===== config.mk =====
export PLATFORM = sky130hd
export DESIGN_NAME = websocket_frame_deframer_unit_flat
export DESIGN_NICKNAME = d
export VERILOG_FILES = /design/src/hw/rtl/wsfd_pkg.sv /design/src/hw/rtl/wsfd_ifs.sv /design/src/hw/rtl/websocket_frame_deframer_unit.sv /design/src/hw/rtl/wsfd_parser.sv /design/src/hw/rtl/wsfd_out_buf.sv /design/src/flat_wrapper.sv
export SDC_FILE = /design/constraint.sdc
export NUM_CORES = 1
export LEC_CHECK = 0
export BUFFER_PORTS_ARGS = -buffer_cell sky130_fd_sc_hd__buf_2
export CAP_MARGIN = 5
export CORE_ASPECT_RATIO = 0.7
export CORE_MARGIN = 4
export CORE_UTILIZATION = 35
export CTS_CLUSTER_SIZE = 25
export DETAILED_ROUTE_END_ITERATION = 16
export PLACE_DENSITY_LB_ADDON = 0.3
export SYNTH_ARGS = -nofsm -noshare
export SYNTH_HDL_FRONTEND = slang
export SYNTH_SLANG_ARGS = --single-unit

===== constraint.sdc =====
create_clock -name clock -period 21.2 [get_ports clock]
set_input_delay 4.24 -clock clock [delete_from_list [all_inputs] [get_ports clock]]
set_output_delay 4.24 -clock clock [all_outputs]
set_load 0.05 [all_outputs]

===== src/hw/rtl/wsfd_pkg.sv =====
package wsfd_pkg;

   // Width kept for the declared payload length; extended length bits above it wrap away.
   localparam int LENGTH_BITS = 64;
   localparam int OUT_LEN_BITS = 64;

   localparam logic [3:0] OP_CONTINUATION = 4'h0;
   localparam logic [3:0] OP_TEXT         = 4'h1;
   localparam logic [3:0] OP_BINARY       = 4'h2;
   localparam logic [3:0] OP_CLOSE        = 4'h8;
   localparam logic [3:0] OP_PING         = 4'h9;
   localparam logic [3:0] OP_PONG         = 4'hA;

   localparam logic [6:0] LEN_CODE_EXT16 = 7'd126;
   localparam logic [6:0] LEN_CODE_EXT64 = 7'd127;

   // Extended length bytes still due, minus one.
   localparam logic [2:0] EXT16_COUNT = 3'd1;
   localparam logic [2:0] EXT64_COUNT = 3'd7;

   localparam logic [1:0] LAST_KEY_INDEX = 2'd3;

   typedef enum logic [2:0] {
      PH_HDR0 = 3'd0,
      PH_HDR1 = 3'd1,
      PH_EXT  = 3'd2,
      PH_KEY  = 3'd3,
      PH_DATA = 3'd4,
      PH_HALT = 3'd5
   } phase_type;

   typedef struct packed {
      logic [7:0]              data_byte;
      logic                    has_data;
      logic [3:0]              frame_opcode;
      logic                    final_fragment;
      logic [OUT_LEN_BITS-1:0] payload_length;
      logic                    last_of_frame;
      logic                    bad_opcode;
      logic                    passthrough;
   } result_type;

   function automatic logic opcode_ok(input logic [3:0] op);
      return (op == OP_CONTINUATION) || (op == OP_TEXT) || (op == OP_BINARY) ||
             (op == OP_CLOSE) || (op == OP_PING) || (op == OP_PONG);
   endfunction

endpackage


===== src/hw/rtl/wsfd_ifs.sv =====
interface wsfd_req_if;
   logic       valid;
   logic       ready;
   logic [7:0] stream_byte;

   modport source (output valid, output stream_byte, input ready);
   modport sink   (input valid, input stream_byte, output ready);
endinterface

interface wsfd_rsp_if;
   logic        valid;
   logic        ready;
   logic [7:0]  data_byte;
   logic        has_data;
   logic [3:0]  frame_opcode;
   logic        final_fragment;
   logic [63:0] payload_length;
   logic        last_of_frame;
   logic        bad_opcode;
   logic        passthrough;

   modport source (output valid, output data_byte, output has_data, output frame_opcode,
                   output final_fragment, output payload_length, output last_of_frame,
                   output bad_opcode, output passthrough, input ready);
   modport sink   (input valid, input data_byte, input has_data, input frame_opcode,
                   input final_fragment, input payload_length, input last_of_frame,
                   input bad_opcode, input passthrough, output ready);
endinterface

interface wsfd_csr_if;
   logic valid;
   logic ready;
   logic upgraded;

   modport source (output valid, output upgraded, input ready);
   modport sink   (input valid, input upgraded, output ready);
endinterface


===== src/hw/rtl/websocket_frame_deframer_unit.sv =====
// WebSocket receive-side deframer, one stream byte per beat.
// req_chan carries stream bytes from the link; rsp_chan carries one result per payload
// byte, one marker per empty frame, one error per bad opcode, or one raw byte per beat
// while csr_chan has written upgraded as 0. Header and mask key bytes give no result.
// csr_chan is always ready and holds the upgraded bit; write it only while idle.
// Throughput is one byte per cycle while req_chan.ready is high: the header parser, the
// 64-bit remaining-count decrement and compare, and the key XOR all settle within the
// accepting cycle. An accepted byte's result is registered before it shows on rsp_chan.
// Results land in a two-entry output register (main plus skid), so a byte is still
// taken while a result waits; req_chan.ready falls only when both entries are full,
// and rises again the cycle after rsp_chan.ready takes one.
// Reset (synchronous) empties the output register, clears upgraded and puts the
// parser at the first header byte. After a bad opcode every byte is taken and
// dropped until reset.
module websocket_frame_deframer_unit (
   input  logic       clock,
   input  logic       reset,
   wsfd_req_if.sink   req_chan,
   wsfd_rsp_if.source rsp_chan,
   wsfd_csr_if.sink   csr_chan
);
   import wsfd_pkg::*;

   logic       upgraded_ff, upgraded_in;
   logic       beat;
   logic       space;
   logic       res_valid;
   result_type res;
   result_type out_data;

   assign csr_chan.ready = 1'b1;
   assign upgraded_in    = csr_chan.valid ? csr_chan.upgraded : upgraded_ff;

   always_ff @(posedge clock) begin
      if (reset) upgraded_ff <= 1'b0;
      else       upgraded_ff <= upgraded_in;
   end

   assign req_chan.ready = space;
   assign beat           = req_chan.valid && space;

   wsfd_parser u_parser (
      .clock     (clock),
      .reset     (reset),
      .upgraded  (upgraded_ff),
      .beat      (beat),
      .in_byte   (req_chan.stream_byte),
      .res_valid (res_valid),
      .res       (res)
   );

   wsfd_out_buf u_out_buf (
      .clock     (clock),
      .reset     (reset),
      .push      (res_valid),
      .push_data (res),
      .space     (space),
      .out_valid (rsp_chan.valid),
      .out_data  (out_data),
      .out_ready (rsp_chan.ready)
   );

   assign rsp_chan.data_byte      = out_data.data_byte;
   assign rsp_chan.has_data       = out_data.has_data;
   assign rsp_chan.frame_opcode   = out_data.frame_opcode;
   assign rsp_chan.final_fragment = out_data.final_fragment;
   assign rsp_chan.payload_length = out_data.payload_length;
   assign rsp_chan.last_of_frame  = out_data.last_of_frame;
   assign rsp_chan.bad_opcode     = out_data.bad_opcode;
   assign rsp_chan.passthrough    = out_data.passthrough;

endmodule


===== src/hw/rtl/wsfd_parser.sv =====
module wsfd_parser (
   input  logic                clock,
   input  logic                reset,
   input  logic                upgraded,
   input  logic                beat,
   input  logic [7:0]          in_byte,
   output logic                res_valid,
   output wsfd_pkg::result_type res
);
   import wsfd_pkg::*;

   phase_type              phase_ff, phase_in;
   logic [2:0]             ext_count_ff, ext_count_in;
   logic [LENGTH_BITS-1:0] length_ff, length_in;
   logic [LENGTH_BITS-1:0] remaining_ff, remaining_in;
   logic [31:0]            key_ff, key_in;
   logic [1:0]             index_ff, index_in;
   logic                   masked_ff, masked_in;
   logic                   fin_ff, fin_in;
   logic [3:0]             opcode_ff, opcode_in;

   logic                   active;
   logic [6:0]             len_code;
   logic                   code_ext;
   logic [LENGTH_BITS-1:0] len_code_ext;
   logic [LENGTH_BITS-1:0] len_shift;
   logic [1:0]             key_sel;
   logic [7:0]             key_byte;

   // A beat that the frame parser sees; passthrough and halted beats leave it alone.
   assign active       = beat && upgraded && (phase_ff != PH_HALT);
   assign len_code     = in_byte[6:0];
   assign code_ext     = (len_code == LEN_CODE_EXT16) || (len_code == LEN_CODE_EXT64);
   assign len_code_ext = LENGTH_BITS'(len_code);
   assign len_shift    = {length_ff[LENGTH_BITS-9:0], in_byte};
   assign key_sel      = LAST_KEY_INDEX - index_ff;
   assign key_byte     = masked_ff ? key_ff[{key_sel, 3'b000} +: 8] : 8'h00;

   // Next phase.
   always_comb begin
      phase_in = phase_ff;
      if (active) begin
         unique case (phase_ff)
            PH_HDR0: phase_in = opcode_ok(in_byte[3:0]) ? PH_HDR1 : PH_HALT;
            PH_HDR1: begin
               if (code_ext)              phase_in = PH_EXT;
               else if (in_byte[7])       phase_in = PH_KEY;
               else if (len_code == 7'd0) phase_in = PH_HDR0;
               else                       phase_in = PH_DATA;
            end
            PH_EXT: begin
               if (ext_count_ff == 3'd0) begin
                  if (masked_ff)                           phase_in = PH_KEY;
                  else if (len_shift == '0)                phase_in = PH_HDR0;
                  else                                     phase_in = PH_DATA;
               end
            end
            PH_KEY: begin
               if (index_ff == LAST_KEY_INDEX)
                  phase_in = (length_ff == '0) ? PH_HDR0 : PH_DATA;
            end
            PH_DATA: begin
               if (remaining_ff == LENGTH_BITS'(1)) phase_in = PH_HDR0;
            end
            PH_HALT: phase_in = PH_HALT;
            default: phase_in = PH_HALT;
         endcase
      end
   end

   // Result of the beat, if it causes one.
   always_comb begin
      res_valid = 1'b0;
      res       = '0;
      if (beat && (phase_ff != PH_HALT)) begin
         if (!upgraded) begin
            res_valid       = 1'b1;
            res.data_byte   = in_byte;
            res.has_data    = 1'b1;
            res.passthrough = 1'b1;
         end else begin
            res.frame_opcode   = opcode_ff;
            res.final_fragment = fin_ff;
            res.last_of_frame  = 1'b1;
            unique case (phase_ff)
               PH_HDR0: begin
                  res_valid          = !opcode_ok(in_byte[3:0]);
                  res.frame_opcode   = in_byte[3:0];
                  res.final_fragment = in_byte[7];
                  res.bad_opcode     = 1'b1;
               end
               PH_HDR1: res_valid = !code_ext && !in_byte[7] && (len_code == 7'd0);
               PH_EXT:  res_valid = (ext_count_ff == 3'd0) && !masked_ff && (len_shift == '0);
               PH_KEY:  res_valid = (index_ff == LAST_KEY_INDEX) && (length_ff == '0);
               PH_DATA: begin
                  res_valid          = 1'b1;
                  res.data_byte      = in_byte ^ key_byte;
                  res.has_data       = 1'b1;
                  res.payload_length = OUT_LEN_BITS'(length_ff);
                  res.last_of_frame  = (remaining_ff == LENGTH_BITS'(1));
               end
               default: res_valid = 1'b0;
            endcase
         end
      end
   end

   // Header fields, length, key and payload counters.
   always_comb begin
      ext_count_in = ext_count_ff;
      length_in    = length_ff;
      remaining_in = remaining_ff;
      key_in       = key_ff;
      index_in     = index_ff;
      masked_in    = masked_ff;
      fin_in       = fin_ff;
      opcode_in    = opcode_ff;
      if (active) begin
         unique case (phase_ff)
            PH_HDR0: begin
               fin_in    = in_byte[7];
               opcode_in = in_byte[3:0];
            end
            PH_HDR1: begin
               masked_in = in_byte[7];
               if (len_code == LEN_CODE_EXT16) begin
                  length_in    = '0;
                  ext_count_in = EXT16_COUNT;
               end else if (len_code == LEN_CODE_EXT64) begin
                  length_in    = '0;
                  ext_count_in = EXT64_COUNT;
               end else begin
                  length_in    = len_code_ext;
                  index_in     = 2'd0;
                  remaining_in = len_code_ext;
                  if (in_byte[7]) key_in = '0;
               end
            end
            PH_EXT: begin
               length_in = len_shift;
               if (ext_count_ff == 3'd0) begin
                  index_in     = 2'd0;
                  remaining_in = len_shift;
                  if (masked_ff) key_in = '0;
               end else begin
                  ext_count_in = ext_count_ff - 3'd1;
               end
            end
            PH_KEY: begin
               key_in = {key_ff[23:0], in_byte};
               if (index_ff == LAST_KEY_INDEX) begin
                  index_in     = 2'd0;
                  remaining_in = length_ff;
               end else begin
                  index_in = index_ff + 2'd1;
               end
            end
            PH_DATA: begin
               index_in     = index_ff + 2'd1;
               remaining_in = remaining_ff - LENGTH_BITS'(1);
            end
            default: begin
               index_in = index_ff;
            end
         endcase
      end
   end

   always_ff @(posedge clock) begin
      if (reset) begin
         phase_ff     <= PH_HDR0;
         ext_count_ff <= '0;
         length_ff    <= '0;
         remaining_ff <= '0;
         key_ff       <= '0;
         index_ff     <= '0;
         masked_ff    <= 1'b0;
         fin_ff       <= 1'b0;
         opcode_ff    <= '0;
      end else begin
         phase_ff     <= phase_in;
         ext_count_ff <= ext_count_in;
         length_ff    <= length_in;
         remaining_ff <= remaining_in;
         key_ff       <= key_in;
         index_ff     <= index_in;
         masked_ff    <= masked_in;
         fin_ff       <= fin_in;
         opcode_ff    <= opcode_in;
      end
   end

endmodule


===== src/hw/rtl/wsfd_out_buf.sv =====
module wsfd_out_buf (
   input  logic                 clock,
   input  logic                 reset,
   input  logic                 push,
   input  wsfd_pkg::result_type push_data,
   output logic                 space,
   output logic                 out_valid,
   output wsfd_pkg::result_type out_data,
   input  logic                 out_ready
);
   import wsfd_pkg::*;

   logic       main_valid_ff, main_valid_in;
   logic       skid_valid_ff, skid_valid_in;
   result_type main_ff, main_in;
   result_type skid_ff, skid_in;

   // Input side only stops once the skid entry is taken as well.
   assign space     = !skid_valid_ff;
   assign out_valid = main_valid_ff;
   assign out_data  = main_ff;

   always_comb begin
      main_valid_in = main_valid_ff;
      skid_valid_in = skid_valid_ff;
      main_in       = main_ff;
      skid_in       = skid_ff;
      if (!main_valid_ff || out_ready) begin
         if (skid_valid_ff) begin
            main_valid_in = 1'b1;
            main_in       = skid_ff;
            skid_valid_in = 1'b0;
         end else begin
            main_valid_in = push;
            main_in       = push_data;
         end
      end else if (push) begin
         skid_valid_in = 1'b1;
         skid_in       = push_data;
      end
   end

   always_ff @(posedge clock) begin
      if (reset) begin
         main_valid_ff <= 1'b0;
         skid_valid_ff <= 1'b0;
      end else begin
         main_valid_ff <= main_valid_in;
         skid_valid_ff <= skid_valid_in;
      end
   end

   always_ff @(posedge clock) begin
      main_ff <= main_in;
      skid_ff <= skid_in;
   end

endmodule


===== src/flat_wrapper.sv =====
// flat-port wrapper written by rule: the top's interface ports become plain ports
module websocket_frame_deframer_unit_flat import wsfd_pkg::*;
  (clock, reset, req_chan_valid, req_chan_stream_byte, req_chan_ready, rsp_chan_valid, rsp_chan_data_byte, rsp_chan_has_data, rsp_chan_frame_opcode, rsp_chan_final_fragment, rsp_chan_payload_length, rsp_chan_last_of_frame, rsp_chan_bad_opcode, rsp_chan_passthrough, rsp_chan_ready, csr_chan_valid, csr_chan_upgraded, csr_chan_ready);
  wsfd_req_if req_chan_i ();
  wsfd_rsp_if rsp_chan_i ();
  wsfd_csr_if csr_chan_i ();
  input  logic clock;
  input  logic reset;
  input wire logic [$bits(req_chan_i.valid)-1:0] req_chan_valid;
  input wire logic [$bits(req_chan_i.stream_byte)-1:0] req_chan_stream_byte;
  output wire logic [$bits(req_chan_i.ready)-1:0] req_chan_ready;
  output wire logic [$bits(rsp_chan_i.valid)-1:0] rsp_chan_valid;
  output wire logic [$bits(rsp_chan_i.data_byte)-1:0] rsp_chan_data_byte;
  output wire logic [$bits(rsp_chan_i.has_data)-1:0] rsp_chan_has_data;
  output wire logic [$bits(rsp_chan_i.frame_opcode)-1:0] rsp_chan_frame_opcode;
  output wire logic [$bits(rsp_chan_i.final_fragment)-1:0] rsp_chan_final_fragment;
  output wire logic [$bits(rsp_chan_i.payload_length)-1:0] rsp_chan_payload_length;
  output wire logic [$bits(rsp_chan_i.last_of_frame)-1:0] rsp_chan_last_of_frame;
  output wire logic [$bits(rsp_chan_i.bad_opcode)-1:0] rsp_chan_bad_opcode;
  output wire logic [$bits(rsp_chan_i.passthrough)-1:0] rsp_chan_passthrough;
  input wire logic [$bits(rsp_chan_i.ready)-1:0] rsp_chan_ready;
  input wire logic [$bits(csr_chan_i.valid)-1:0] csr_chan_valid;
  input wire logic [$bits(csr_chan_i.upgraded)-1:0] csr_chan_upgraded;
  output wire logic [$bits(csr_chan_i.ready)-1:0] csr_chan_ready;
  assign req_chan_i.valid = req_chan_valid;
  assign req_chan_i.stream_byte = req_chan_stream_byte;
  assign req_chan_ready = req_chan_i.ready;
  assign rsp_chan_valid = rsp_chan_i.valid;
  assign rsp_chan_data_byte = rsp_chan_i.data_byte;
  assign rsp_chan_has_data = rsp_chan_i.has_data;
  assign rsp_chan_frame_opcode = rsp_chan_i.frame_opcode;
  assign rsp_chan_final_fragment = rsp_chan_i.final_fragment;
  assign rsp_chan_payload_length = rsp_chan_i.payload_length;
  assign rsp_chan_last_of_frame = rsp_chan_i.last_of_frame;
  assign rsp_chan_bad_opcode = rsp_chan_i.bad_opcode;
  assign rsp_chan_passthrough = rsp_chan_i.passthrough;
  assign rsp_chan_i.ready = rsp_chan_ready;
  assign csr_chan_i.valid = csr_chan_valid;
  assign csr_chan_i.upgraded = csr_chan_upgraded;
  assign csr_chan_ready = csr_chan_i.ready;
  websocket_frame_deframer_unit u_core (.clock(clock), .reset(reset), .req_chan(req_chan_i), .rsp_chan(rsp_chan_i), .csr_chan(csr_chan_i));
endmodule

After elaboration in Yosys (flattened, before gate mapping). Cells that the tools add are included.

Register bits after elaboration: 339. Logic and storage cells: 147.

$add $sub $neg: 4. Equality and inequality tests: 23. Shift operators: 1. Multiplexer cells: 48. Bitwise operators: 2. Reductions and logical operators: 41.

Operators by type and width (count): 64-bit 2-to-1 mux (4); 64-bit case mux with 4 select lines (1); 81-bit 2-to-1 mux (2); 32-bit 2-to-1 mux (5); 64-bit logical NOT (2); 64-bit case mux with 2 select lines (1); 32-bit case mux with 3 select lines (1); 71-bit 2-to-1 mux (1); 65-bit 2-to-1 mux (1); 64-bit by 1-bit equality test with 1-bit output (second input constant) (1); 64-bit by 1-bit subtractor with 64-bit output (second input constant) (1); 3-bit 2-to-1 mux (13); 32-bit by 6-bit indexed part select with 8-bit output (1); 9-bit 2-to-1 mux (2); 2-bit != test (second input constant) (8); 3-bit case mux with 5 select lines (1); 7-bit equality test (second input constant) (2); 7-bit 2-to-1 mux (2); 4-bit equality test (second input constant) (3); 1-bit logical AND (9); 2-bit 2-to-1 mux (4); 8-bit 2-to-1 mux (1); 2-bit case mux with 4 select lines (1); 2-bit AND reduction (4); 29 further kinds (48).

Depth between registers and ports, before layout.
Depth in word-level cells: 11. Depth in mapped cells: 10.

Hierarchy. A second synthesis with hierarchy kept.

Cell total of the unflattened synthesis: 1625. Area, all modules: 16545.9 um2.

Modules (own cells, without submodules): wsfd_parser (times used 1, cells each 1358, area an instance 10296.1 um2); wsfd_out_buf (times used 1, cells each 261, area an instance 6198.4 um2); websocket_frame_deframer_unit (times used 1, cells each 6, area an instance 51.3 um2).

Worst setup path after synthesis. No wires, ideal clock.

Path type: input -> register. From: input rsp_chan_ready. To: register u_core.u_out_buf.skid_ff[0] in the netlist's numbering (enable). Data arrival time: 9827 ps. Setup slack: 10852 ps. Stages: 2. Path buffers: 0. Path through: nand2b_1 -> nor2_1.

Word-level cells in the longest chain between the ends: 3.

Ends and longest elaborated chain: start, declared (RTL line flat_wrapper.sv:21) `input wire logic [$bits(rsp_chan_i.ready)-1:0] rsp_chan_ready;`; 1-bit logical OR (RTL line wsfd_out_buf.sv:28) `if (!main_valid_ff || out_ready) begin`; 1-bit inverter (no source line); 2-bit AND reduction (no source line); end signal, assigned (RTL line wsfd_out_buf.sv:55) `skid_ff <= skid_in;`; end, declared (RTL line wsfd_out_buf.sv:16) `result_type skid_ff, skid_in;`.

Every way passes these cells. A chain may end at the register's enable or synchronous reset.

Final worst setup path.
From: input req_chan_stream_byte[2]. To: register u_core.u_out_buf.skid_ff[25] in the netlist's numbering (enable).

Word-level cells in the longest chain between the ends: 11. Elaborated cells between the ends (all ways): 25. Those cells by class: eq/ne (7); mux (3); reduce/logical (15).

Ends and longest elaborated chain: start, declared (RTL line flat_wrapper.sv:10) `input wire logic [$bits(req_chan_i.stream_byte)-1:0] req_chan_stream_byte;`; 4-bit by 1-bit equality test with 1-bit output / 4-bit logical NOT (equally long branches) (RTL line wsfd_pkg.sv:44) `return (op == OP_CONTINUATION) || (op == OP_TEXT) || (op == OP_BINARY) ||`; 1-bit logical OR (3 in a row) (RTL line wsfd_pkg.sv:44); 1-bit logical OR (2 in a row) (RTL line wsfd_pkg.sv:45) `(op == OP_CLOSE) || (op == OP_PING) || (op == OP_PONG);`; 1-bit logical NOT (RTL line wsfd_parser.sv:87) `res_valid = !opcode_ok(in_byte[3:0]);`; 1-bit case mux with 5 select lines (*) (RTL line wsfd_parser.sv:85) `unique case (phase_ff)`; 1-bit 2-to-1 mux (*) (RTL line wsfd_parser.sv:76) `if (!upgraded) begin`; 1-bit 2-to-1 mux (*) (RTL line wsfd_parser.sv:75) `if (beat && (phase_ff != PH_HALT)) begin`; 2-bit AND reduction (no source line) (*).

Mark *: on every way between the ends. The rest lies on a longest branch, timed or not.

==> results.toml <==
[detailed_routing]
antenna_left = 0
vias = 12630
drt_iter0_drc = 1198
wire_per_inst_um = 19.92
drc = 0
drt-total-wl_um = 44070
drt_first_pass_iters = 6
viasPerCell = 5.705

[die]
die_width_um = 261.6
initial_core_util_pct = 35.72
die_h_um = 185.5
dieArea_um2 = 48540
rows = 64
coreArea_um2 = 44120
ioPinCount = 98

[global_routing]
grt_pass1_vias = 11960
grt_pass1_wl_um = 69450
grt_overflow = 0
grt_max_degree = 79
antenna_found_initial = 0
grt_use_total_pct = 17.84

[worst_setup_path]
crit_type = "in -> reg"
arrival_ps = 7290
worst_setup_path_start_kind = "primary input"
critPathSlowestCell = "buf_4"
cpPeakStageDelay_ps = 730
path_cells = "buf_2 > nor4_1 > nand2_1 > or4_1 > a2111oi_0 > nor3_1 > nor2_4 > buf_4"
crit_fanout = 64
cp-end-kind = "flop"
rrSetupSlack_ps = 16560
cp.required_ps = 21350

[yosys]
synth_compound_area_share_pct = 17.60
synth_edf_count = 162
syn_area_um2 = 15760
synth_top_area_share_pct = 30.87
synth_cell_types = 77
async_flop_share_pct = 0
synth_top_family_by_area = "simple AND/OR/NAND/NOR gates"
ys_seq_area_share_pct = 53.35
synth_area_leaders = "edfxtp_1 31%, dfxtp_1 22%, a22oi_1 4.0%, a21o_1 4.0%, nor2_1 4.0%"
ys_seq_elements = 339
syn_inst = 1554
synth-adder-area-share_pct = 0.3970
yosysTopAreaCell = "edfxtp_1"
synth_simple_gate_area_share_pct = 18.55
synth.avg_cell_area_um2 = 10.14
muxShareOfSynthArea_pct = 5.772
yosys_most_used_dff = "dfxtp_1"
yosysWarnings = 0
synth_xor_area_share_pct = 0.7780
synth_nets = 1573

[status]
outcome = "completed"

[pwr]
ir_drop_uv = 43.71
p_per_area_nw_per_um2 = 82.13
p_leak_nw = 7.290

[placed_design]
placed_cells = 2145
gp_congestion = 0.9079
dp_hpwl_um = 29180
pre_cts_slack_ps = 13560
place_area_um2 = 16700
place.port_buffers = 96

[clock_tree]
cts.sink_count = 339
ctsResizeCount = 0
clk_pin_slew_ps = 60
postCtsHoldBufs = 0
cts_root_buf = "clkbuf_16"
clk_latency_ps = 530
cts_tree = "done"
postCtsSetupRepairBufs = 0
cts_buffer_depth = 3
htree_levels = 2
cts_made_buffers = 37

[sta]
fin_crit_sh_pct = 33.68
maxSlewViolCount = 0
slew_headroom_pct = 19.45
setup_viol = 0
grt_setup_unrepaired = "no"
tightestPinTransition_ps = 1197
max_freq_mhz = 140.1
fin_ws_ps = 14060
hold_viol = 0
period_needed_ps = 7140
skew_ps = 13.71
fin_tns_setup_ps = 0

[layout]
drive_gt1_share_pct = 15.07
syn2layout_area_growth_pct = 13.46
fin_nets = 1609
diodes = 0
final_util_pct = 40.53
design_area_um2 = 17880
final_cell_mix = "175 x dfxtp_1, 163 x nor2_1, 162 x edfxtp_1"
stdcell_count = 2213
final_common_cell = "dfxtp_1"

[min_path]
min_path_type = "reg -> reg"

[run]
cap_viol_max_count = 0
==> state kept, by name, indices dropped and copies added, names as in the netlist <==
signal and count:
u_core.u_parser.masked_ff 1, u_core.u_out_buf.skid_valid_ff 1, u_core.u_parser.index_ff 2, u_core.u_out_buf.skid_ff 81, u_core.u_parser.fin_ff 1, u_core.u_parser.remaining_ff 64
u_core.u_parser.ext_count_ff 3, u_core.u_parser.length_ff 64, u_core.upgraded_ff 1, u_core.u_parser.opcode_ff 4, u_core.u_out_buf.out_valid 1, u_core.u_out_buf.out_data 81
u_core.u_parser.phase_ff 3, u_core.u_parser.key_ff 32
==> routing by layer <==
metal | GRT usage (%) | share of wire (%) | wire length (µm)
met5 | 0 | 0 | 0
met4 | 4.609 | 2.0 | 867
met3 | 3.808 | 7.5 | 3294
met2 | 27.01 | 44 | 19380
met1 | 26.05 | 47 | 20530
==> worst paths after layout <==
check	cells after the start	endpoint	start
max	8	u_core.u_out_buf.skid_ff[25]	req_chan_stream_byte[2]
max reg2reg	7	u_core.u_out_buf.skid_ff[25]	u_core.u_parser.phase_ff[1]
min	2	u_core.u_parser.key_ff[25]	u_core.u_parser.key_ff[25]
min reg2reg	2	u_core.u_parser.key_ff[25]	u_core.u_parser.key_ff[25]
==> power by group <==
part,internal [mW],switching [mW]
Sequential,0.704,0.00692
Combinational,0.0279,0.0989
Clock,0.369,0.262
Total,1.10,0.368
==> per-stage QoR <==
stage	hold slack, ps	total power, mW
after floorplan	433.0	0.8210
final	456.0	1.469
after detailed placement	449.7	0.8514
after CTS	459.0	1.483
after global placement	441.8	0.8502
after global routing	488.3	1.522
==> cells by family (layout without fill, tap and decap cells) <==
kind of cell,after synthesis,after routing
AO/OA/AOI/OAI,418,418
XOR/XNOR,14,14
adder cells (fa/ha/maj),5,5
buffers and inverters,137,202
flip-flops,339,339
multiplexers,77,77
other,1,1
AND/OR/NAND/NOR,563,563
==> cell type report <==
type / instances / area, µm²
Tap cell: 594 / 743.2
Clock buffer: 52 / 1045
Multi-Input combinational cell: 1078 / 6849
Sequential cell: 339 / 8413
Clock inverter: 16 / 133.9
Inverter: 19 / 71.32
Timing Repair Buffer: 115 / 625.6
Fill cell: 4308 / 26240
==> cell usage after synthesis (38+ instances only) <==
library cell,n
clkbuf_1,85
a22oi_1,85
nor2_1,166
edfxtp_1,162
nand3_1,64
nand2_1,114
mux2i_1,38
and3_1,68
o21ai_0,101
dfxtp_1,177
a21o_1,84
a21oi_1,56
==> worst max-delay path: cells and delay by family <==
family                 cells  cell delay, ps
AO/OA/AOI/OAI              1             410
buffers and inverters      2             900
AND/OR/NAND/NOR            5            1640
Note: power is estimated with default switching activity, not from simulation.
